File: src/sv/svob_pkg.sv
package svob_pkg;

  localparam int unsigned SampleW = 32;
  localparam int unsigned CellW   = 24;
  localparam int unsigned ValW    = 31;
  localparam int unsigned ExpW    = 22;
  localparam int unsigned FracW   = 16;
  localparam int unsigned RemW    = 45;
  localparam int unsigned QuoW    = 21;
  localparam int unsigned MantW   = 33;
  localparam int unsigned ByteW   = 8;
  localparam int unsigned CfgIdxW = 1;

  typedef enum logic [1:0] {
    ModeSoot  = 2'd0,
    ModeFire  = 2'd1,
    ModeWater = 2'd2,
    ModeOff   = 2'd3
  } mode_e;

  // register indexes
  localparam logic [CfgIdxW-1:0] RegMode = 1'b0;
  localparam logic [CfgIdxW-1:0] RegCell = 1'b1;

  localparam logic [CellW-1:0] CellReset   = 24'd65536;
  localparam logic [31:0]      KSoot       = 32'd47092093;
  localparam logic [32:0]      WaterOffset = 33'd197;
  localparam logic [ValW-1:0]  FireMax     = 31'd78643200;
  localparam logic [45:0]      SootCap     = 46'h2000_0000_0000;
  localparam logic [ExpW-1:0]  ExpSat      = 22'h20_0000;
  localparam logic [MantW-1:0] OneQ32      = 33'h1_0000_0000;
  localparam logic [24:0]      FireRecip   = 25'd873;
  localparam logic [14:0]      FireDiv     = 15'd75;

  // one classified item between front and back
  typedef struct packed {
    mode_e             mode;
    logic [ValW-1:0]   val;
    logic              last;
  } item_t;

  // integer square root, used at elaboration only
  function automatic logic [63:0] isqrt64(input logic [63:0] arg);
    logic [63:0] v;
    logic [63:0] r;
    logic [63:0] b;
    v = arg;
    r = '0;
    b = 64'h4000_0000_0000_0000;
    for (int i = 0; i < 32; i++) begin
      if (v >= r + b) begin
        v = v - (r + b);
        r = (r >> 1) + b;
      end else begin
        r = r >> 1;
      end
      b = b >> 2;
    end
    return r;
  endfunction

  // 2^-(2^-n) in Q0.32 by repeated square roots
  function automatic logic [31:0] pow_tab(input int unsigned n);
    logic [63:0] t;
    t = isqrt64(64'h8000_0000_0000_0000);
    for (int unsigned k = 2; k <= n; k++) begin
      t = isqrt64({t[31:0], 32'h0});
    end
    return t[31:0];
  endfunction

endpackage

File: src/sv/svob_front.sv
module svob_front (
  input  logic                          clk_i,
  input  logic                          rst_ni,
  input  svob_pkg::mode_e               mode_i,
  input  logic                          in_push_i,
  output logic                          in_full_o,
  input  logic [svob_pkg::SampleW-1:0]  sample_value_i,
  input  logic                          last_sample_i,
  output logic                          q_push_o,
  input  logic                          q_full_i,
  output svob_pkg::item_t               q_item_o
);

  logic            f_valid_q, f_valid_d;
  svob_pkg::item_t f_item_q, f_item_d;
  logic            accept;
  logic            pos;
  logic [32:0]     xd;
  logic [svob_pkg::ValW-1:0] soot_val, fire_val, water_val;

  assign in_full_o = f_valid_q && q_full_i;
  assign accept    = in_push_i && !in_full_o;
  assign q_push_o  = f_valid_q && !q_full_i;
  assign q_item_o  = f_item_q;

  // clamp the sample for each mode
  always_comb begin
    pos       = !sample_value_i[31] && (sample_value_i != '0);
    soot_val  = pos ? sample_value_i[30:0] : '0;
    fire_val  = (soot_val > svob_pkg::FireMax) ? svob_pkg::FireMax : soot_val;
    xd        = {sample_value_i[31], sample_value_i} - svob_pkg::WaterOffset;
    water_val = (!xd[32] && (xd != '0)) ? xd[30:0] : '0;
  end

  // classify by mode
  always_comb begin
    f_item_d.mode = mode_i;
    f_item_d.last = last_sample_i;
    unique case (mode_i)
      svob_pkg::ModeSoot:  f_item_d.val = soot_val;
      svob_pkg::ModeFire:  f_item_d.val = fire_val;
      svob_pkg::ModeWater: f_item_d.val = water_val;
      svob_pkg::ModeOff:   f_item_d.val = '0;
      default:             f_item_d.val = '0;
    endcase
  end

  assign f_valid_d = accept || (f_valid_q && q_full_i);

  // front register
  always_ff @(posedge clk_i or negedge rst_ni) begin
    if (!rst_ni) begin
      f_valid_q <= 1'b0;
    end else begin
      f_valid_q <= f_valid_d;
    end
  end

  always_ff @(posedge clk_i) begin
    if (accept) begin
      f_item_q <= f_item_d;
    end
  end

endmodule

File: config.mk
export PLATFORM = sky130hd
export DESIGN_NAME = svob_front
export DESIGN_NICKNAME = d
export VERILOG_FILES = /design/src/sv/svob_pkg.sv /design/src/sv/svob_front.sv
export SDC_FILE = /design/constraint.sdc
export NUM_CORES = 1
export LEC_CHECK = 0
export ABC_AREA = 1
export BUFFER_PORTS_ARGS = -buffer_cell sky130_fd_sc_hd__buf_2
export CAP_MARGIN = 20
export CORE_MARGIN = 3
export CORE_UTILIZATION = 36
export DETAILED_ROUTE_END_ITERATION = 6
export PLACE_DENSITY_LB_ADDON = 0.15
export SLEW_MARGIN = 20
export SYNTH_ARGS = -nofsm -noshare
export SYNTH_HDL_FRONTEND = slang
export SYNTH_SLANG_ARGS = --single-unit
File: constraint.sdc
create_clock -name clk_i -period 7.3 [get_ports clk_i]
set_input_delay 0.73 -clock clk_i [delete_from_list [all_inputs] [get_ports clk_i]]
set_output_delay 0.73 -clock clk_i [all_outputs]
set_load 0.02 [all_outputs]
# [Word-level counts from Yosys, hierarchy flattened]
# Cells that the tools add are included.
[word_totals] reg_bits=35 latchBits=0 ram_bits=0 rom_bits=0 n_memories=0
[classes] add_sub_neg=1 n_mul=0 n_div=0 magnitude_cmp=1 n_eq_ne=3 shifts=0 muxes=4 bitwise_logic=0 reduce_logical=13
[ops] op="31-bit case mux with 4 select lines" n=1
[ops] op="31-bit 2-to-1 mux" n=3
[ops] op="33-bit nonzero test" n=1
[ops] op="32-bit by 9-bit subtractor with 33-bit output, second input constant" n=1
[ops] op="32-bit nonzero test" n=1
[ops] op="31-bit by 27-bit greater-than comparator with 1-bit output, second input constant" n=1
[ops] op="1-bit logical AND" n=5
[ops] op="2-bit equality test, second input constant" n=2
[ops] op="1-bit zero test" n=4
[ops] op="2-bit by 1-bit equality test with 1-bit output, second input constant" n=1
[ops] op="2-bit zero test" n=1
[ops] op="1-bit logical OR" n=1

# [Depth between registers and ports, before layout]
# Gate-level depths: netlist of run 1.
[depth] depth_word=6 ltp_mapped=18 depth_no_buf=17

# [Worst setup path before layout of run 1]
# No wires, ideal clock.
[synth_path] path_kind="in2reg" start="in q_full_i" end="reg f_item_q, in the netlist q_item_o[0] (enable)" setup_ns=0.425 arrival_ns=2.362 path_slack_ns=4.513 stages=3 n_path_buf=0 cell_sequence="nand2_1 -> inv_1 -> nor2_1"
[synth_between] elab_chain_cells=3
[synth_rtl] item="start, declared" line_no="svob_front.sv:10" source="input logic q_full_i,"
[synth_rtl] item="1-bit logical AND" line_no="svob_front.sv:21" source="assign in_full_o = f_valid_q && q_full_i;"
[synth_rtl] item="named net in_full_o" line_no="svob_front.sv:6" source="output logic in_full_o,"
[synth_rtl] item="1-bit zero test" line_no="svob_front.sv:22" source="assign accept = in_push_i && !in_full_o;"
[synth_rtl] item="1-bit logical AND" line_no="svob_front.sv:22"
[synth_rtl] item="named net accept" line_no="svob_front.sv:16" source="logic accept;"
[synth_rtl] item="end signal, assigned" line_no="svob_front.sv:61" source="f_item_q <= f_item_d;"
[synth_rtl] item="end, declared" line_no="svob_front.sv:15" source="svob_pkg::item_t f_item_q, f_item_d;"
# The timed path passes the listed nets, and every way through them passes these cells.
# A chain may end at the register's enable or synchronous reset.

==> flow_summary_export.csv, run 1 <==
group,metric,value,unit
synthesis,yosysSeqAreaShare,33.0,%
floorplan,ios,75,
setup_path,cp-end-kind,"register",
floorplan,die_w,99.9,um
setup_path,critPathKind,"input pin to register",
detailed_routing,drt-pass1-iter-count,5,
power_and_ir_drop,clkPwrFrac,31.4,%
synthesis,netlist_area,0.00317,sq mm
clock_network,cts.clk_slew.worst_paths,70,ps
finish,diodes,0,
synthesis,ys_top_cells_by_area,"edfxtp_1 32%, nand2_1 18%, nor2_1 9.5%",
synthesis,synthTopCellsByCount,"149 x nand2_1, 80 x nor2_1, 59 x inv_1",
status,status,"finished clean",
timing,tightest_slew,815,ps
power_and_ir_drop,p_comb_share,26.1,%
timing,fin_skew,8.25,ps
finish,nFillCells,932,
synthesis,synth-seq-cells,35,
timing,rsz0062_at_grt,"no",
clock_network,cts_resized,0,
synthesis,synth.most_common_cell,"nand2_1",
grt,grt_pass1_vias,3121,
synthesis,ys_warn_count,0,
synthesis,syn_inst,488,
floorplan,die-area,0.00998,sq mm
floorplan,chipHeight,99.9,um
place,dpl_cell_area,0.00363,sq mm
power_and_ir_drop,p_switching,0.000183,W
synthesis,yosysTopAreaCell,"edfxtp_1",
power_and_ir_drop,ir_worst_vdd,0.0685,mV
place,place.gp.congestion,0.980,
setup_path,slowest_stage,"nand2_4",
timing,fin_tns_setup,0,ps
worst_hold_path,hold_path_class,"input pin to async pin",
setup_path,start_kind,"input pin",
power_and_ir_drop,p_leak,1.76,nW
timing,finalSetupViolations,0,
clock_network,cts_tree,"built",
synthesis,yosys.area.top_type_share,32.2,%
synthesis,synth_edf_count,34,
setup_path,worst_ep_arrival_time,2950,ps
detailed_routing,wirelength,10.9,mm
floorplan,core,0.00838,sq mm
synthesis,ys_types,31,
synthesis,synthesis.nets,529,
clock_network,post-cts-setup-buffers,0,
synthesis,synthArstFlopShare,2.86,%
grt,grt_pass1_wl,17.0,mm
setup_path,worstPathRequired,7330,ps
clock_network,insertion_delay,290,ps
detailed_routing,drc,0,
grt,grt_max_degree,35,
clock_network,cts_inserted_buffers,5,
setup_path,slowest_delay,280,ps
job,cap_violations,0,
timing,finalHoldViolations,0,
setup_path,cp_max_fo,17,
clock_network,htreeDepth,2,
finish,synthToLayoutAreaGrowth,17.9,%
setup_path,reg2regPathDepth,4,
grt,grtUsageTotal,22.0,%
power_and_ir_drop,powerDensity,150,mW/mm^2
finish,design_area,0.00374,sq mm
detailed_routing,drt-wirelength-per-cell,16.3,um
timing,relSlewSlack,45.5,%
timing,min_period,2910,ps
clock_network,root_buffer,"clkbuf_8",
power_and_ir_drop,p_sw_share,32.6,%
detailed_routing,detail-route-antenna-nets,0,
timing,fin_crit_sh,39.9,%
synthesis,ys.flop_type,"edfxtp_1",
place,dp.final_hpwl,8.72,mm
power_and_ir_drop,p_int,0.000377,W
detailed_routing,drt_iter0_markers,292,
finish,layout-drive-gt1-share,21.8,%
finish,nNetsFinal,605,
clock_network,cts_max_path_buffers,2,
place,portBuffers,74,
grt,antenna_found_initial,0,
power_and_ir_drop,p_seq_share,42.5,%
clock_network,hold_buffers,0,
detailed_routing,via_count,3450,
floorplan,initial_utilization,37.9,%
setup_path,cpMostUsedCell,"nand2_1",
timing,max_freq,0.343,GHz
timing,report.final.slew_viol_count,0,
detailed_routing,vias_per_cell,5.15,
floorplan,rows,33,
setup_path,worstPathCellList,"buf_2 > inv_1 > ha_1 > inv_1 > nand2_1 > nand3_4 > nand2_4 > nand2_2 > inv_1 > nand2_1 > nand2_1 > nand2_1 > nor2_1 > nand2_1 > nor2_1 > nand3_4 > nand2_4 > o21ai_1",
grt,grt_overflow,0,
synthesis,syn_area_per_cell,6.50,sq um
clock_network,clock-sinks,35,
==> worst max-delay path, delay by kind of cell <==
kind | cells | cell delay (ps)
buffers and inverters | 4 | 360
adders and majority gates | 1 | 200
AOI/OAI and AO/OA | 1 | 100
and+or+nand+nor | 12 | 1540
==> cells in the final DEF (no fill, tap or decap), drive strengths merged <==
cell type and instances:
o21bai 2, a21oi 2, and2 1, nor4 1, xnor2 2, ha 2, xor2 4, bufinv 1
clkbuf 5, edfxtp 34, nand2 158, nor3 3, o21ai 34, inv 63, clkinv 2, dfrtp 1
buf 78, or2 1, nor2 90, nand4 19, nand3 60, nand3b 2
==> sequential cells by signal (all words and copies together), names as in the netlist <==
signal,flops
q_item_o,34
f_valid_q,1
==> kinds of logic (layout without fill, tap and decap cells) <==
logic type / Yosys count / in the layout / share of synthesized area (%)
AO/OA/AOI/OAI: 38 / 38 / 7.69
XOR/XNOR: 6 / 6 / 1.66
adder cells (fa/ha/maj): 2 / 2 / 0.788
buffers and inverters: 72 / 149 / 9.77
flip-flops: 35 / 35 / 33.0
AND/OR/NAND/NOR: 335 / 335 / 47.1
==> area by class of cell <==
type	instances	area, sq um	area share, %
repair buffers	78	400	10.7
well taps	105	131	3.51
multi-input cells	381	1820	48.6
flip-flops and latches	35	1050	28.0
clock buffers	5	68.8	1.84
clock inverters	3	38.8	1.04
inverters	63	236	6.32
==> power groups by stage <==
stage               Clock (W)  Sequential [W]  Combinational [W]
finish               0.000176        0.000238           0.000146
global route         0.000187        0.000239           0.000161
CTS                  0.000181        0.000238           0.000145
detailed placement          0        0.000243           0.000145
global placement            0        0.000242           0.000145
floorplan                   0        0.000259          0.0000732
==> worst paths after layout <==
check | startpoint | end | slack [ps]
worst max-delay path | sample_value_i[0] | q_item_o[20]$_DFFE_PP_ | 4390
worst min-delay path | rst_ni | f_valid_q$_DFF_PN0_ | 210
worst max register to register | f_valid_q$_DFF_PN0_ | q_item_o[11]$_DFFE_PP_ | 5960
worst min register to register | f_valid_q$_DFF_PN0_ | f_valid_q$_DFF_PN0_ | 490
max in group asynchronous | rst_ni | f_valid_q$_DFF_PN0_ | 7010
min in group clk_i | f_valid_q$_DFF_PN0_ | f_valid_q$_DFF_PN0_ | 490
==> through the flow <==
| step | hold slack (ps) | worst slack [ps] | instances | utilization, % | total power, W |
|---|---|---|---|---|---|
| floorplan | 434 | 4510 | 488 | - | 0.000332 |
| global placement | 478 | 4190 | 662 | 43.4 | 0.000387 |
| detailed placement | 480 | 4120 | 662 | 43.4 | 0.000388 |
| CTS | 199 | 4420 | 670 | 44.6 | 0.000564 |
| global route | 198 | 4130 | 670 | 44.6 | 0.000587 |
| finish | 207 | 4390 | 670 | 44.6 | 0.000560 |
==> layer usage <==
layer  routed length, um  track usage, %  vias up
met2                4770            33.6      143
met5                   0               0        -
met4                 125            5.36        0
met3                 762            3.54        9
met1                5260            32.5     1560
li1                    -               -     1738
(Power assumes the default switching activity.)
==> run 2: changes to the inputs <==
--- a/config.mk
+++ b/config.mk
@@ -5,7 +5,7 @@
 export SDC_FILE = /design/constraint.sdc
 export NUM_CORES = 1
 export LEC_CHECK = 0
-export ABC_AREA = 1
+export ABC_AREA = 0
 export BUFFER_PORTS_ARGS = -buffer_cell sky130_fd_sc_hd__buf_2
 export CAP_MARGIN = 20
 export CORE_MARGIN = 3
==> constraint.sdc (replaced) <==
create_clock -name clk_i -period 2.81 [get_ports clk_i]
set_input_delay 0.281 -clock clk_i [delete_from_list [all_inputs] [get_ports clk_i]]
set_output_delay 0.281 -clock clk_i [all_outputs]
set_load 0.02 [all_outputs]
==> run 2 against run 1 <==
  * Clock skew hardly changed
  * Sequential power grew to 2.6 times the previous value
  * Area after synthesis is 24% lower
  * Total power is 130% higher
  * Clock-buffer cell count is 1 higher
  * Cell count is 34% lower
  * Wire length is 33% lower
  * Cell area is 14% lower
  * Global-route usage is 2.3 points lower
  * First-iteration DRC count is 52% lower
  * Critical path type unchanged
==> flow_summary_export.csv, run 2 <==
group,metric,value,unit
timing,fin_tns_setup,0,ps
setup_path,start_kind,"input pin",
synthesis,synth_edf_count,34,
setup_path,reg2regPathDepth,3,
finish,diodes,0,
timing,holdWs,170,ps
timing,finalSetupViolations,0,
setup_path,cp-end-kind,"register",
synthesis,synth-seq-cells,35,
synthesis,ys.flop_type,"edfxtp_1",
power_and_ir_drop,p_total,0.00127,W
timing,rsz0062_at_grt,"no",
place,portBuffers,74,
timing,max_freq,0.390,GHz
setup_path,critPathKind,"input pin to register",
clock_network,htreeDepth,2,
synthesis,synthesis.nets,303,
detailed_routing,drc,0,
synthesis,synth.most_common_cell,"edfxtp_1",
detailed_routing,detail-route-antenna-nets,0,
place,place.gp.congestion,0.888,
timing,tightest_slew,559,ps
clock_network,cts.clk_slew.worst_paths,70,ps
finish,synthToLayoutAreaGrowth,32.5,%
synthesis,syn_inst,262,
synthesis,yosysTopAreaCell,"edfxtp_1",
timing,finalHoldViolations,0,
synthesis,ys_top_cells_by_area,"edfxtp_1 42%, o21ai_0 4.3%, a21oi_1 3.9%",
grt,grtUsageTotal,19.8,%
grt,grt_max_degree,35,
power_and_ir_drop,ir_worst_vdd,0.168,mV
synthesis,syn_area_per_cell,9.23,sq um
synthesis,yosysSeqAreaShare,43.2,%
grt,grt_pass1_vias,2368,
timing,fin_skew,8.29,ps
synthesis,netlist_area,0.00242,sq mm
detailed_routing,drt-wirelength-per-cell,16.3,um
clock_network,cts_inserted_buffers,5,
setup_path,worstPathRequired,2850,ps
power_and_ir_drop,p_leak,1.33,nW
clock_network,clock-sinks,35,
worst_hold_path,hold_path_class,"input pin to register",
detailed_routing,wirelength,7.27,mm
timing,min_period,2560,ps
detailed_routing,vias_per_cell,5.56,
grt,grt_pass1_wl,12.0,mm
grt,grt_overflow,0,
synthesis,yosys.area.top_type_share,42.2,%
clock_network,cts_max_path_buffers,2,
grt,antenna_found_initial,0,
clock_network,root_buffer,"clkbuf_8",
finish,layout-drive-gt1-share,35.3,%
finish,largest_reg_flops,34,
synthesis,synthTopCellsByCount,"34 x edfxtp_1, 24 x nand2_1, 21 x o21ai_0",
setup_path,cp_max_fo,18,
finish,nNetsFinal,408,
timing,report.final.slew_viol_count,0,
floorplan,rows,29,
floorplan,die_w,88.0,um
detailed_routing,drt-pass1-iter-count,5,
floorplan,core,0.00642,sq mm
floorplan,die-area,0.00774,sq mm
clock_network,cts_tree,"built",
finish,final_cell_mix,"74 x buf_2, 35 x buf_4, 34 x edfxtp_1, 24 x nand2_1, 21 x o21ai_0",
finish,final_common_cell,"buf_2",
place,dp.final_hpwl,5.54,mm
job,cap_violations,0,
setup_path,worst_ep_arrival_time,2600,ps
floorplan,chipHeight,88.0,um
synthesis,ys_types,54,
timing,fin_crit_sh,91.2,%
synthesis,synthArstFlopShare,2.86,%
clock_network,insertion_delay,290,ps
status,status,"finished clean",
detailed_routing,via_count,2473,
worst_hold_path,holdPathStages,1,
timing,relSlewSlack,62.7,%
floorplan,initial_utilization,37.7,%
synthesis,ys_warn_count,0,
floorplan,ios,75,
power_and_ir_drop,powerDensity,395,mW/mm^2
detailed_routing,drt_iter0_markers,141,
[run 2: cell count changes after synthesis, moves of 7 or more]
cell,delta
o21ai_2,-10
nand4_1,-15
nand2_2,-7
nand2_1,-125
nor2_2,-7
nor2b_1,+8
nand3_1,-49
nor4_1,+7
a31oi_1,+13
inv_1,-50
a21oi_1,+17
nor2_1,-64
o21ai_1,-8
o21ai_0,+8
[run 2: worst paths after layout]
kind | from | endpoint | slack [ps]
min in group asynchronous | rst_ni | f_valid_q$_DFF_PN0_ | 300
min | last_sample_i | q_item_o[0]$_DFFE_PP_ | 170
min reg2reg | f_valid_q$_DFF_PN0_ | f_valid_q$_DFF_PN0_ | 690
max in group asynchronous | rst_ni | f_valid_q$_DFF_PN0_ | 2430
max reg2reg | f_valid_q$_DFF_PN0_ | q_item_o[30]$_DFFE_PP_ | 1390
max | sample_value_i[0] | q_item_o[10]$_DFFE_PP_ | 250
[run 2: logic make-up after synthesis]
kind of cell	Yosys count	share of synthesized area (%)
compound gates	87	23.3
flops	35	43.2
simple gates	107	25.1
buf+inv	23	4.45
xor+xnor	8	2.90
fa+ha+maj	2	1.03
[run 2: power breakdown]
| part | leakage [nW] | switching, W | internal, W | total, W |
|---|---|---|---|---|
| Combinational | 0.941 | 0.000188 | 0.000114 | 0.000303 |
| Clock | 0.0403 | 0.000176 | 0.000169 | 0.000345 |
| Sequential | 0.345 | 0.00000648 | 0.000611 | 0.000618 |
[run 2: metal layers]
metal  wire (um)  track usage [%]  part of all wire (%)  up-vias
li1            -                -                     -     1217
met4          70             4.18                  0.96        0
met3         383             3.95                   5.3        7
met1        3390             27.6                    47     1169
met2        3420             31.7                    47       80
met5           0                0                     0        -
[run 2: timing repair]
action	in CTS	in global routing
hold endpoints to repair	1	0
resized for setup	0	1
setup buffers	0	0
hold buffers	1	0
endpoints found under the setup margin	0	1
[run 2: per-stage QoR]
step | utilization (%) | instance area, sq um | worst slack [ps] | std cells
floorplan | - | 2420 | 195 | 262
detailed placement | 48.3 | 3100 | -103 | 435
CTS | 49.7 | 3190 | 201 | 444
global placement | 48.3 | 3100 | -82.3 | 435
global route | 49.9 | 3200 | 61.7 | 445
finish | 49.9 | 3200 | 248 | 445
[run 2: final cells by class]
cell class,instances,area [sq um]
Timing Repair Buffer,112,671
Inverter,9,33.8
Tap cell,77,96.3
Sequential cell,35,1050
Clock inverter,2,7.51
Clock buffer,6,72.6
Fill cell,648,3220
Multi-Input combinational cell,204,1280
[run 2: worst max-delay path, cell delays in order]
cell and delay [ps]:
buf_2 110, inv_1 70, ha_1 230, nand2b_1 170
buf_4 160, o21ai_0 190, a21boi_0 110, o311ai_0 360
and4_1 300, a31oi_4 240, a21boi_0 210, a21o_1 170
