===== src/sv/svob_pkg.sv =====
package svob_pkg;

  localparam int unsigned SampleW = 32;
  localparam int unsigned CellW   = 24;
  localparam int unsigned ValW    = 31;
  localparam int unsigned ExpW    = 22;
  localparam int unsigned FracW   = 16;
  localparam int unsigned RemW    = 45;
  localparam int unsigned QuoW    = 21;
  localparam int unsigned MantW   = 33;
  localparam int unsigned ByteW   = 8;
  localparam int unsigned CfgIdxW = 1;

  typedef enum logic [1:0] {
    ModeSoot  = 2'd0,
    ModeFire  = 2'd1,
    ModeWater = 2'd2,
    ModeOff   = 2'd3
  } mode_e;

  // register indexes
  localparam logic [CfgIdxW-1:0] RegMode = 1'b0;
  localparam logic [CfgIdxW-1:0] RegCell = 1'b1;

  localparam logic [CellW-1:0] CellReset   = 24'd65536;
  localparam logic [31:0]      KSoot       = 32'd47092093;
  localparam logic [32:0]      WaterOffset = 33'd197;
  localparam logic [ValW-1:0]  FireMax     = 31'd78643200;
  localparam logic [45:0]      SootCap     = 46'h2000_0000_0000;
  localparam logic [ExpW-1:0]  ExpSat      = 22'h20_0000;
  localparam logic [MantW-1:0] OneQ32      = 33'h1_0000_0000;
  localparam logic [24:0]      FireRecip   = 25'd873;
  localparam logic [14:0]      FireDiv     = 15'd75;

  // one classified item between front and back
  typedef struct packed {
    mode_e             mode;
    logic [ValW-1:0]   val;
    logic              last;
  } item_t;

  // integer square root, used at elaboration only
  function automatic logic [63:0] isqrt64(input logic [63:0] arg);
    logic [63:0] v;
    logic [63:0] r;
    logic [63:0] b;
    v = arg;
    r = '0;
    b = 64'h4000_0000_0000_0000;
    for (int i = 0; i < 32; i++) begin
      if (v >= r + b) begin
        v = v - (r + b);
        r = (r >> 1) + b;
      end else begin
        r = r >> 1;
      end
      b = b >> 2;
    end
    return r;
  endfunction

  // 2^-(2^-n) in Q0.32 by repeated square roots
  function automatic logic [31:0] pow_tab(input int unsigned n);
    logic [63:0] t;
    t = isqrt64(64'h8000_0000_0000_0000);
    for (int unsigned k = 2; k <= n; k++) begin
      t = isqrt64({t[31:0], 32'h0});
    end
    return t[31:0];
  endfunction

endpackage


===== src/sv/svob_fifo.sv =====
module svob_fifo #(
  parameter int unsigned Depth = 4
) (
  input  logic            clk_i,
  input  logic            rst_ni,
  input  logic            push_i,
  input  svob_pkg::item_t data_i,
  output logic            full_o,
  input  logic            pop_i,
  output logic            empty_o,
  output svob_pkg::item_t data_o
);

  localparam int unsigned PtrW = (Depth > 1) ? $clog2(Depth) : 1;
  localparam int unsigned CntW = $clog2(Depth + 1);

  svob_pkg::item_t   mem_q [Depth];
  logic [PtrW-1:0]   wr_q, wr_d, rd_q, rd_d;
  logic [CntW-1:0]   cnt_q, cnt_d;
  logic              do_push, do_pop;

  assign full_o  = (cnt_q == CntW'(Depth));
  assign empty_o = (cnt_q == '0);
  assign data_o  = mem_q[rd_q];
  assign do_push = push_i && !full_o;
  assign do_pop  = pop_i && !empty_o;

  // pointer and count update
  always_comb begin
    wr_d  = wr_q;
    rd_d  = rd_q;
    cnt_d = cnt_q;
    if (do_push) begin
      wr_d = (wr_q == PtrW'(Depth - 1)) ? '0 : wr_q + 1'b1;
    end
    if (do_pop) begin
      rd_d = (rd_q == PtrW'(Depth - 1)) ? '0 : rd_q + 1'b1;
    end
    if (do_push && !do_pop) begin
      cnt_d = cnt_q + 1'b1;
    end else if (do_pop && !do_push) begin
      cnt_d = cnt_q - 1'b1;
    end
  end

  always_ff @(posedge clk_i or negedge rst_ni) begin
    if (!rst_ni) begin
      wr_q  <= '0;
      rd_q  <= '0;
      cnt_q <= '0;
    end else begin
      wr_q  <= wr_d;
      rd_q  <= rd_d;
      cnt_q <= cnt_d;
    end
  end

  // storage
  always_ff @(posedge clk_i) begin
    if (do_push) begin
      mem_q[wr_q] <= data_i;
    end
  end

endmodule


===== config.mk =====
export PLATFORM = sky130hd
export DESIGN_NAME = svob_fifo
export DESIGN_NICKNAME = d
export VERILOG_FILES = /design/src/sv/svob_pkg.sv /design/src/sv/svob_fifo.sv
export SDC_FILE = /design/constraint.sdc
export NUM_CORES = 1
export LEC_CHECK = 0
export BUFFER_PORTS_ARGS = -buffer_cell sky130_fd_sc_hd__buf_2
export CORE_ASPECT_RATIO = 0.9
export CORE_MARGIN = 3
export CORE_UTILIZATION = 35
export DETAILED_ROUTE_END_ITERATION = 16
export GPL_TIMING_DRIVEN = 0
export MAX_ROUTING_LAYER = met4
export PLACE_DENSITY = 0.52
export SYNTH_ARGS = -nofsm -noshare
export SYNTH_HDL_FRONTEND = slang
export SYNTH_SLANG_ARGS = --single-unit

===== constraint.sdc =====
create_clock -name clk_i -period 3.75 [get_ports clk_i]
set_input_delay 0.375 -clock clk_i [delete_from_list [all_inputs] [get_ports clk_i]]
set_output_delay 0.375 -clock clk_i [all_outputs]
set_load 0.02 [all_outputs]

# Yosys cells after proc, flatten, opt, wreduce, memory -nomap -nowiden
# Memories as Yosys holds them, arrays and structs flattened.
# Index checks and enable logic that the tools add are counted.
# op_classes
add_sub_neg	4
eq_ne	3
muxes	6
n_reduce_logical	10
# ops
operator	count
$mux 3	2
$add 2x1->2 const B	2
$eq 2x2->1 const B	2
$logic_and 1x1->1	4
$logic_not 1->1	4
$mux 2	2
$add 3x1->3 const B	1
$eq 3x3->1 const B	1
$logic_not 3->1	1
$sub 3x1->3 const B	1
$mux 1	2
$reduce_bool 2->1	1
# word_totals
ff_bits	7
ram_bits	136
in_bits	38
out_inout_bits	36
word_cells	27
mem_count	1
# memory_table
name	words	word_bits	rd	rd_ports_with_merged_regs	write_ports	line	rtl
mem_q	4	34	1	0	1	svob_fifo.sv:17	svob_pkg::item_t mem_q [Depth];

# Logic depth before layout (Yosys ltp)
# Gate-level depths: netlist of the first run.
# logic_depth
depth_word	7
mapped_depth	9
mapped_depth_nobuf	8

# Least setup slack after synthesis of the first run
# Ideal clock, no wire load.
# synth_path
kind	register to register
from	register cnt_q[2]
to	memory mem_q[0][0] (netlist bit), enable pin
setup_ps	394
arrival_time_ps	1740
required_ps	3356
slack_ps	1616
path_stages_with_launch	5
n_path_buf	1
period_less_slack_ps	2134
cell_sequence	dfrtp_1 > nor3b_2 > nor2b_1 > buf_2 > and2_1
# synth_between
elab_chain_len	5
# synth_lines
element	line	rtl
start: declaration	svob_fifo.sv:19	logic [CntW-1:0] cnt_q, cnt_d;
start signal: assignment	svob_fifo.sv:54	cnt_q <= cnt_d;
$eq 3x3->1	svob_fifo.sv:22	assign full_o = (cnt_q == CntW'(Depth));
named net full_o	svob_fifo.sv:8	output logic full_o,
$logic_not 1->1	svob_fifo.sv:25	assign do_push = push_i && !full_o;
$logic_and 1x1->1	svob_fifo.sv:25	
named net do_push	svob_fifo.sv:20	logic do_push, do_pop;
$mux 1	svob_fifo.sv:60	if (do_push) begin
$mux 1 (implied by the code)	svob_fifo.sv:61	mem_q[wr_q] <= data_i;
end: declaration	svob_fifo.sv:17	
# The timed path passes the listed nets, and every way through them passes these cells.

==> out/metrics.yaml, run 1 <==
run_status:
  outcome: "complete, no violations"
timing:
  final_hold_viol_count: 0
  maxSlewHeadroom_pct: 62.2
  rsz0062_at_grt: "no"
  min_period_over_period_pct: 63.7
  period_needed_ps: 2390
  fin_ws_ps: 1360
  fmax_ghz: 0.419
  drv_slew: 0
  worstMarginPinSlew_ps: 567
  setup_viol: 0
  tns_ps: 0
  skew_ps: 6.41
logic_synthesis:
  syn_inst: 215
  yosysWarnings: 0
  synth_top_area_share_pct: 76.4
  synth_cell_type_count: 19
  ys_ff_latch: 143
  synth.avg_cell_area_um2: 24.9
  syn-num-nets: 260
  synth_area_leader_cell: "edfxtp_1"
  syn-cell-area_mm2: 0.00535
  ys_seq_area_share_pct: 79.7
  synth_area_leaders: "edfxtp_1 76%, mux4_2 14%, dfrtp_1 3.3%"
setup_path:
  critPathRequiredTime_ps: 3380
  path_max_fanout: 10
  rr_worst_depth: 7
  rrSetupSlack_ps: 1610
  r2r_end: "cnt_q[2]$_DFFE_PN0P_"
  r2r_start: "cnt_q[0]$_DFFE_PN0P_"
  crit_arrival_ps: 2010
  setup.worst_path.start_class: "flip-flop"
  critical_path_class: "reg2out"
  worst_setup_path_end_kind: "output port"
clock_tree:
  cts_tree: "yes"
  root_buffer: "clkbuf_16"
  numCtsBuffers: 17
  cts-htree-levels: 4
  clk_latency_ps: 420
  cts-resized-gates: 0
  cts.path.max_buffers: 2
  clk_pin_slew_worst_paths_ps: 60
  cts.sink_count: 143
power_and_ir_drop:
  p_sw_mw: 1.70
  p_sw_share_pct: 30.7
  power.internal_mw: 3.84
  seq_power_share_pct: 40.0
  combPwrFrac_pct: 31.4
  total_power_mw: 5.53
  max-vdd-ir-drop_mv: 0.387
  p_per_area_mw_per_mm2: 835
  clkPwrFrac_pct: 28.6
  p_leak_nw: 2.32
min_path:
  worstHoldEndpoint: "mem_q[2][30]$_DFFE_PP_"
  min_from: "data_i[30]"
  hp-class: "in2reg"
  whs_path_depth: 1
route:
  drt_wl_total_mm: 9.55
  vias: 2451
  wire_per_inst_um: 18.2
  drtPass1Iterations: 4
  ant_nets: 0
  drc_errors: 0
  drtIter0Drc: 161
  vias_per_cell: 4.68
place:
  dp_slack_ps: 1590
  port_buffers: 73
  gp_congestion: 0.655
  dp_hpwl_mm: 5.95
  dp.cells: 490
layout:
  fill_cells: 1291
  fin_nets: 357
  drive_gt1_share_pct: 48.3
  syn2layout_area_growth_pct: 24.0
  multi_input_comb_area_mm2: 0.00103
  regArea_mm2: 0.00426
  stdcell_count: 524
  post-route-util_pct: 44.7
floorplanning:
  dieArea_mm2: 0.0168
  floorplan.initialDensity_pct: 36.1
  io_pins: 74
  die_w_um: 136
  die_h_um: 123
  num_rows: 42
  core_area_mm2: 0.0148
grt:
  gr-usage-all-layers_pct: 12.7
  grt_start_max_net_pins: 22
  grt_overflow: 0
  grt_pass1_wl_mm: 14.7
  grt_pass1_vias: 2610
  antenna_found_initial: 1
flow_run:
  drv_cap: 0
## power groups by stage
stage	logic, mW	clock network [mW]	registers, mW
CTS	1.80	1.62	2.22
global route	1.89	1.70	2.24
detailed placement	1.80	0	2.25
finish	1.74	1.58	2.21
floorplan	1.21	0	2.23
global placement	1.71	0	2.25
## flip-flops by register name (all words and copies together), names as in the netlist
name   flops
cnt_q      3
mem_q    136
rd_q       2
wr_q       2
## final cells by class
type                    count  area share, %
multi-input cells          60           15.5
repair buffers             78           7.10
diodes                      1         0.0378
flip-flops and latches    143           64.3
clock inverters            12           1.79
clock buffers              20           6.59
well taps                 198           3.74
inverters                   3          0.170
plain buffers               9          0.831
## layer usage
metal  share of wire, %  GRT usage (%)
met1                 45           16.1
met5                  0              -
met4                1.6           5.29
met2                 47           18.5
met3                6.4           4.96
## worst max-delay path: stages, from the launching register on
cell and delay [ps]:
dfrtp_1 350, buf_4 220, buf_4 280, mux4_2 560, buf_2 180
## synth_stat cells (all sizes together)
library cell / number
nor2: 2
xor2: 2
nor3: 2
inv: 3
o31ai: 1
fa: 1
xnor2: 1
buf: 9
ha: 6
dfrtp: 7
nor2b: 1
mux4: 34
and2: 4
a21o: 1
mux2: 4
nor3b: 1
edfxtp: 136
## cell families after synthesis
family,Yosys count,share of synthesized area [%]
compound gates,2,0.374
xor+xnor,3,0.492
fa+ha+maj,7,1.78
buf+inv,12,1.24
flops,143,79.7
mux,38,15.3
simple gates,10,1.15
## layout by cell type (no fill, tap or decap), types with 3 or more instances in the layout
| cell | count |
|---|---|
| and2_2 | 4 |
| buf_2 | 78 |
| buf_4 | 4 |
| clkbuf_1 | 3 |
| clkbuf_16 | 17 |
| clkinv_2 | 4 |
| clkinvlp_4 | 3 |
| dfrtp_1 | 7 |
| edfxtp_1 | 136 |
| ha_1 | 6 |
| inv_1 | 3 |
| mux4_2 | 34 |
## timing repair
item / 4_1_cts / 5_1_grt
endpoints found under the hold margin: 7 / 0
buffers inserted: 0 / 0
hold buffers: 1 / 0
## worst max-delay path by stage
stage | startpoint | end | slack [ps] | cells after the start
2_1_floorplan | cnt_q[2]$_DFFE_PN0P_ | mem_q[0][0]$_DFFE_PP_ | 1620 | 4
3_3_place_gp | cnt_q[2]$_DFFE_PN0P_ | mem_q[0][3]$_DFFE_PP_ | 870 | 4
3_5_place_dp | cnt_q[0]$_DFFE_PN0P_ | cnt_q[2]$_DFFE_PN0P_ | 1590 | 7
4_1_cts | rd_q[0]$_DFFE_PN0P_ | data_o[27] | 1300 | 4
5_1_grt | rd_q[0]$_DFFE_PN0P_ | data_o[27] | 1240 | 4
6_report | rd_q[0]$_DFFE_PN0P_ | data_o[27] | 1360 | 4
## through the flow
step,hold slack (ps),cell area [µm²]
3_5_place_dp,228,6060
4_1_cts,151,6630
5_1_grt,152,6630
2_1_floorplan,79.4,5350
3_3_place_gp,226,5960
6_report,173,6630
(Power assumes the default switching activity.)
==> inputs of run 2 (changes only) <==
==> constraint.sdc (replaced) <==
create_clock -name clk_i -period 2.3 [get_ports clk_i]
set_input_delay 0.23 -clock clk_i [delete_from_list [all_inputs] [get_ports clk_i]]
set_output_delay 0.23 -clock clk_i [all_outputs]
set_load 0.02 [all_outputs]
==> run 2 against run 1 <==
Clock power increased by 63%. Clock skew about the same. Design area increased by 0.17%. Total power increased by 64%. Combinational power increased by 64%. Via count increased by 0.16%. Final cell count unchanged.
==> out/metrics.yaml, run 2 (synthesis gave the netlist of run 1 again) <==
route:
  wire_per_inst_um: 18.2
  drtPass1Iterations: 4
  drtIter0Drc: 161
  ant_nets: 0
  drt_wl_total_mm: 9.55
  drc_errors: 0
  vias: 2455
  vias_per_cell: 4.69
place:
  dp.cells: 490
  dp_slack_ps: 142
  dp_hpwl_mm: 5.95
  gp_congestion: 0.655
  placed_area_mm2: 0.00606
  port_buffers: 73
clock_tree:
  cts-htree-levels: 4
  root_buffer: "clkbuf_16"
  cts.path.max_buffers: 2
  clk_latency_ps: 420
  cts.sink_count: 143
  cts_tree: "yes"
  clk_pin_slew_worst_paths_ps: 60
  numCtsBuffers: 17
flow_run:
  drv_cap: 0
floorplanning:
  die_w_um: 136
  io_pins: 74
  dieArea_mm2: 0.0168
  num_rows: 42
  floorplan.initialDensity_pct: 36.1
  die_h_um: 123
  core_area_mm2: 0.0148
timing:
  worstMarginPinSlew_ps: 568
  rsz0062_at_grt: "no"
  drv_slew: 0
  min_period_over_period_pct: 95.3
  holdWs_ps: 27.2
  final_hold_viol_count: 0
  fmax_ghz: 0.456
  skew_ps: 6.49
  maxSlewHeadroom_pct: 62.1
  period_needed_ps: 2190
  fin_ws_ps: 109
  setup_viol: 0
  tns_ps: 0
setup_path:
  setup.worst_path.start_class: "flip-flop"
  crit_chain: "buf_4, buf_6, mux4_2, buf_2"
  worst_setup_path_end_kind: "output port"
  critPathRequiredTime_ps: 2070
  r2r_start: "cnt_q[0]$_DFFE_PN0P_"
  critical_path_class: "reg2out"
  slowest_stage: "mux4_2"
  path_max_fanout: 10
  cp-startpoint: "rd_q[0]$_DFFE_PN0P_"
  crit_arrival_ps: 1960
  max_stage_delay_ps: 550
layout:
  drive_gt1_share_pct: 48.3
  stdcell_area_mm2: 0.00664
  final_common_cell: "edfxtp_1"
  fin_nets: 357
  largestRegisters: "mem_q (136), cnt_q (3)"
  layout_common_cells: "136 x edfxtp_1, 78 x buf_2, 34 x mux4_2, 17 x clkbuf_16, 7 x dfrtp_1"
  largest_reg_flops: 136
  post-route-util_pct: 44.8
  stdcell_count: 524
  regMostFlops: "mem_q"
  syn2layout_area_growth_pct: 24.2
grt:
  grt_most_used_layer: "met2"
  use_met1_pct: 16.1
  grt_overflow: 0
  gr-usage-all-layers_pct: 12.7
  grt_pass1_vias: 2610
  use_met3_pct: 4.96
  grt_start_max_net_pins: 22
  met2_usage_pct: 18.5
  grt_pass1_wl_mm: 14.7
  antenna_found_initial: 1
power_and_ir_drop:
  p_leak_nw: 2.32
  max-vdd-ir-drop_mv: 0.635
  p_per_area_mw_per_mm2: 1360
  total_power_mw: 9.04
min_path:
  hp-class: "in2reg"
  min_from: "data_i[10]"
run_status:
  outcome: "complete, no violations"
## run 2: cell counts in the layout (fill, tap and decap cells not counted)
Identical to the previous run, type by type.
## run 2: worst paths after layout
check / depth (start not counted) / slack, ps / end
min in group asynchronous: 2 / 180 / cnt_q[1]$_DFFE_PN0P_
min: 1 / 30 / mem_q[0][10]$_DFFE_PP_
max reg2reg: 7 / 160 / cnt_q[2]$_DFFE_PN0P_
min reg2reg: 1 / 540 / cnt_q[2]$_DFFE_PN0P_
max in group asynchronous: 2 / 1950 / cnt_q[2]$_DFFE_PN0P_
max: 4 / 110 / data_o[27]
## run 2: critical path, delay by kind of cell (launching register included)
| kind | cells | cell delay [ps] |
|---|---|---|
| flip-flops | 1 | 350 |
| multiplexers | 1 | 550 |
| buffers and inverters | 3 | 630 |
## run 2: where the power goes
| group | switching [mW] | internal (mW) | total (mW) |
|---|---|---|---|
| registers | 0.156 | 3.45 | 3.61 |
| clock network | 1.00 | 1.58 | 2.58 |
| logic | 1.62 | 1.24 | 2.86 |
| total | 2.77 | 6.27 | 9.04 |
## run 2: layout make-up
class / count / area, µm²
inverters: 3 / 11.3
diodes: 1 / 2.50
fillers: 1291 / 8180
flip-flops and latches: 143 / 4260
repair buffers: 78 / 470
multi-input cells: 60 / 1030
clock inverters: 12 / 119
well taps: 198 / 248
clock buffers: 20 / 437
plain buffers: 9 / 66.3
## run 2: layer usage
layer / vias up / part of all wire (%)
met5: - / 0
met2: 64 / 47
met3: 17 / 6.1
met4: 0 / 1.7
li1: 1096 / -
met1: 1278 / 45
## run 2: timing repair
item                                   in CTS  in global routing
pin swaps                                   0                  0
buffers inserted                            0                  0
hold buffers                                1                  0
gates cloned                                0                  0
gates resized for setup                     2                  1
setup endpoints to repair                   1                  8
endpoints found under the hold margin       7                  0
==> inputs of run 3 (changes only) <==
==> constraint.sdc (replaced) <==
create_clock -name clk_i -period 2.3 [get_ports clk_i]
set_input_delay 0 -clock clk_i [delete_from_list [all_inputs] [get_ports clk_i]]
set_output_delay 0 -clock clk_i [all_outputs]
set_load 0.02 [all_outputs]
==> run 3 against run 2 <==
Global-route usage increased by 0.31 points. Via count increased by 4.2%. Final cell count increased by 6.7%. Fmax increased by 2.1%. Sequential power about the same. Wire length increased by 2.2%. Register-to-register slack about the same. Clock power about the same. Largest cell class unchanged. Largest power group unchanged. Highest routed layer unchanged.
==> out/metrics.yaml, run 3 (synthesis gave the netlist of run 1 again) <==
run_status:
  outcome: "complete, no violations"
timing:
  final_hold_viol_count: 0
  drv_slew: 0
  setup_viol: 0
  rsz0062_at_grt: "no"
  period_needed_ps: 2150
  skew_ps: 6.41
  tns_ps: 0
  min_period_over_period_pct: 93.3
  worstMarginPinSlew_ps: 581
  fin_ws_ps: 153
  maxSlewHeadroom_pct: 61.2
  fmax_ghz: 0.466
place:
  dp_slack_ps: 142
  port_buffers: 73
  dp_hpwl_mm: 5.95
  gp_congestion: 0.655
grt:
  gr-usage-all-layers_pct: 13.0
  grt_pass1_vias: 2755
  grt_overflow: 0
  grt_start_max_net_pins: 22
  grt_pass1_wl_mm: 15.3
  antenna_found_initial: 0
clock_tree:
  numCtsBuffers: 17
  cts.sink_count: 143
  cts.path.max_buffers: 2
  clk_pin_slew_worst_paths_ps: 60
  root_buffer: "clkbuf_16"
  cts_tree: "yes"
  clk_latency_ps: 420
  cts_setup_buffers: 0
  cts-htree-levels: 4
power_and_ir_drop:
  max-vdd-ir-drop_mv: 0.630
  p_leak_nw: 2.47
  p_per_area_mw_per_mm2: 1300
route:
  drt_wl_total_mm: 9.76
  drc_errors: 0
  drtPass1Iterations: 6
  vias_per_cell: 4.57
  wire_per_inst_um: 17.5
  drtIter0Drc: 167
  ant_nets: 0
  vias: 2557
setup_path:
  r2r_start: "cnt_q[0]$_DFFE_PN0P_"
  critPathCapture: "cnt_q[2]$_DFFE_PN0P_"
  setup.worst_path.start_class: "flip-flop"
  critPathRequiredTime_ps: 2640
  r2r_end: "cnt_q[2]$_DFFE_PN0P_"
  rr_worst_depth: 7
  rrSetupSlack_ps: 150
  cp-startpoint: "cnt_q[0]$_DFFE_PN0P_"
  path_max_fanout: 5
  worst_setup_path_end_kind: "flip-flop"
  critical_path_class: "reg2reg"
  crit_arrival_ps: 2490
layout:
  fin_nets: 393
  drive_gt1_share_pct: 43.5
  largest_reg_flops: 136
  syn2layout_area_growth_pct: 30.7
  post-route-util_pct: 47.1
  layout_common_cells: "136 x edfxtp_1, 78 x buf_2, 37 x dlygate4sd3_1, 34 x mux4_2, 17 x clkbuf_16"
  regMostFlops: "mem_q"
  largestRegisters: "mem_q (136), cnt_q (3)"
  diodes: 0
  final_common_cell: "edfxtp_1"
  fill_cells: 1268
floorplanning:
  die_h_um: 123
  core_area_mm2: 0.0148
  io_pins: 74
  dieArea_mm2: 0.0168
  num_rows: 42
  floorplan.initialDensity_pct: 36.1
  die_w_um: 136
min_path:
  hp-class: "in2reg"
flow_run:
  drv_cap: 0
[run 3: cell count changes in the layout (fill, tap and decap cells not counted)]
| cell | delta |
|---|---|
| buf_6 | -3 |
| dlygate4sd3_1 | +36 |
| buf_4 | +3 |
| diode_2 | -1 |
[run 3: worst min path at each step]
| stage | startpoint | to | slack (ps) | cells past startpoint |
|---|---|---|---|---|
| 4_1_cts | push_i | wr_q[0]$_DFFE_PN0P_ | 170 | 4 |
| 3_5_place_dp | rst_ni | cnt_q[0]$_DFFE_PN0P_ | -150 | 1 |
| 5_1_grt | push_i | wr_q[1]$_DFFE_PN0P_ | 190 | 4 |
| 6_report | push_i | wr_q[0]$_DFFE_PN0P_ | 170 | 4 |
| 2_1_floorplan | rst_ni | cnt_q[0]$_DFFE_PN0P_ | -300 | 0 |
| 3_3_place_gp | rst_ni | cnt_q[1]$_DFFE_PN0P_ | -150 | 1 |
[run 3: area by class of cell]
cell class / count / area (µm²) / share of cell area (%)
sequential: 143 / 4260 / 61.0
clock inverter: 12 / 119 / 1.70
buffer: 9 / 55.1 / 0.788
tap: 198 / 248 / 3.55
clock buffer: 20 / 437 / 6.25
inverter: 3 / 11.3 / 0.161
multi-input combinational: 60 / 1030 / 14.7
timing repair buffer: 114 / 831 / 11.9
[run 3: critical path, stage by stage (launching register included)]
cell and delay [ps]:
dfrtp_1 460, o31ai_2 450, ha_1 280, inv_1 60, fa_1 370, xor2_1 170
nor2_1 130, xor2_1 160
[run 3: power breakdown]
part / switching (mW) / total [mW] / internal (mW)
combinational: 1.62 / 2.89 / 1.26
clock: 1.00 / 2.58 / 1.58
sequential: 0.156 / 3.61 / 3.45
total: 2.78 / 9.08 / 6.29
[run 3: layer usage]
metal | vias up | share of wire [%] | track usage [%]
met1 | 1302 | 45 | 16.5
met2 | 70 | 48 | 19.3
met3 | 17 | 5.4 | 4.72
met4 | 0 | 1.7 | 5.29
li1 | 1168 | - | -
met5 | - | 0 | -
[run 3: stage by stage]
| step | std cells | total power [mW] | cell area (µm²) | hold WS, ps |
|---|---|---|---|---|
| floorplan | 215 | 5.60 | 5350 | -296 |
| global placement | 486 | 6.47 | 5960 | -149 |
| detailed placement | 490 | 6.59 | 6060 | -147 |
| CTS | 559 | 9.24 | 6990 | 165 |
| global route | 559 | 9.56 | 6990 | 192 |
| finish | 559 | 9.08 | 6990 | 166 |
[run 3: timing repair]
item                                   in CTS  in global routing
resized for setup                           0                  0
hold buffers                               37                  0
setup endpoints to repair                   0                  0
endpoints found under the hold margin     145                  0
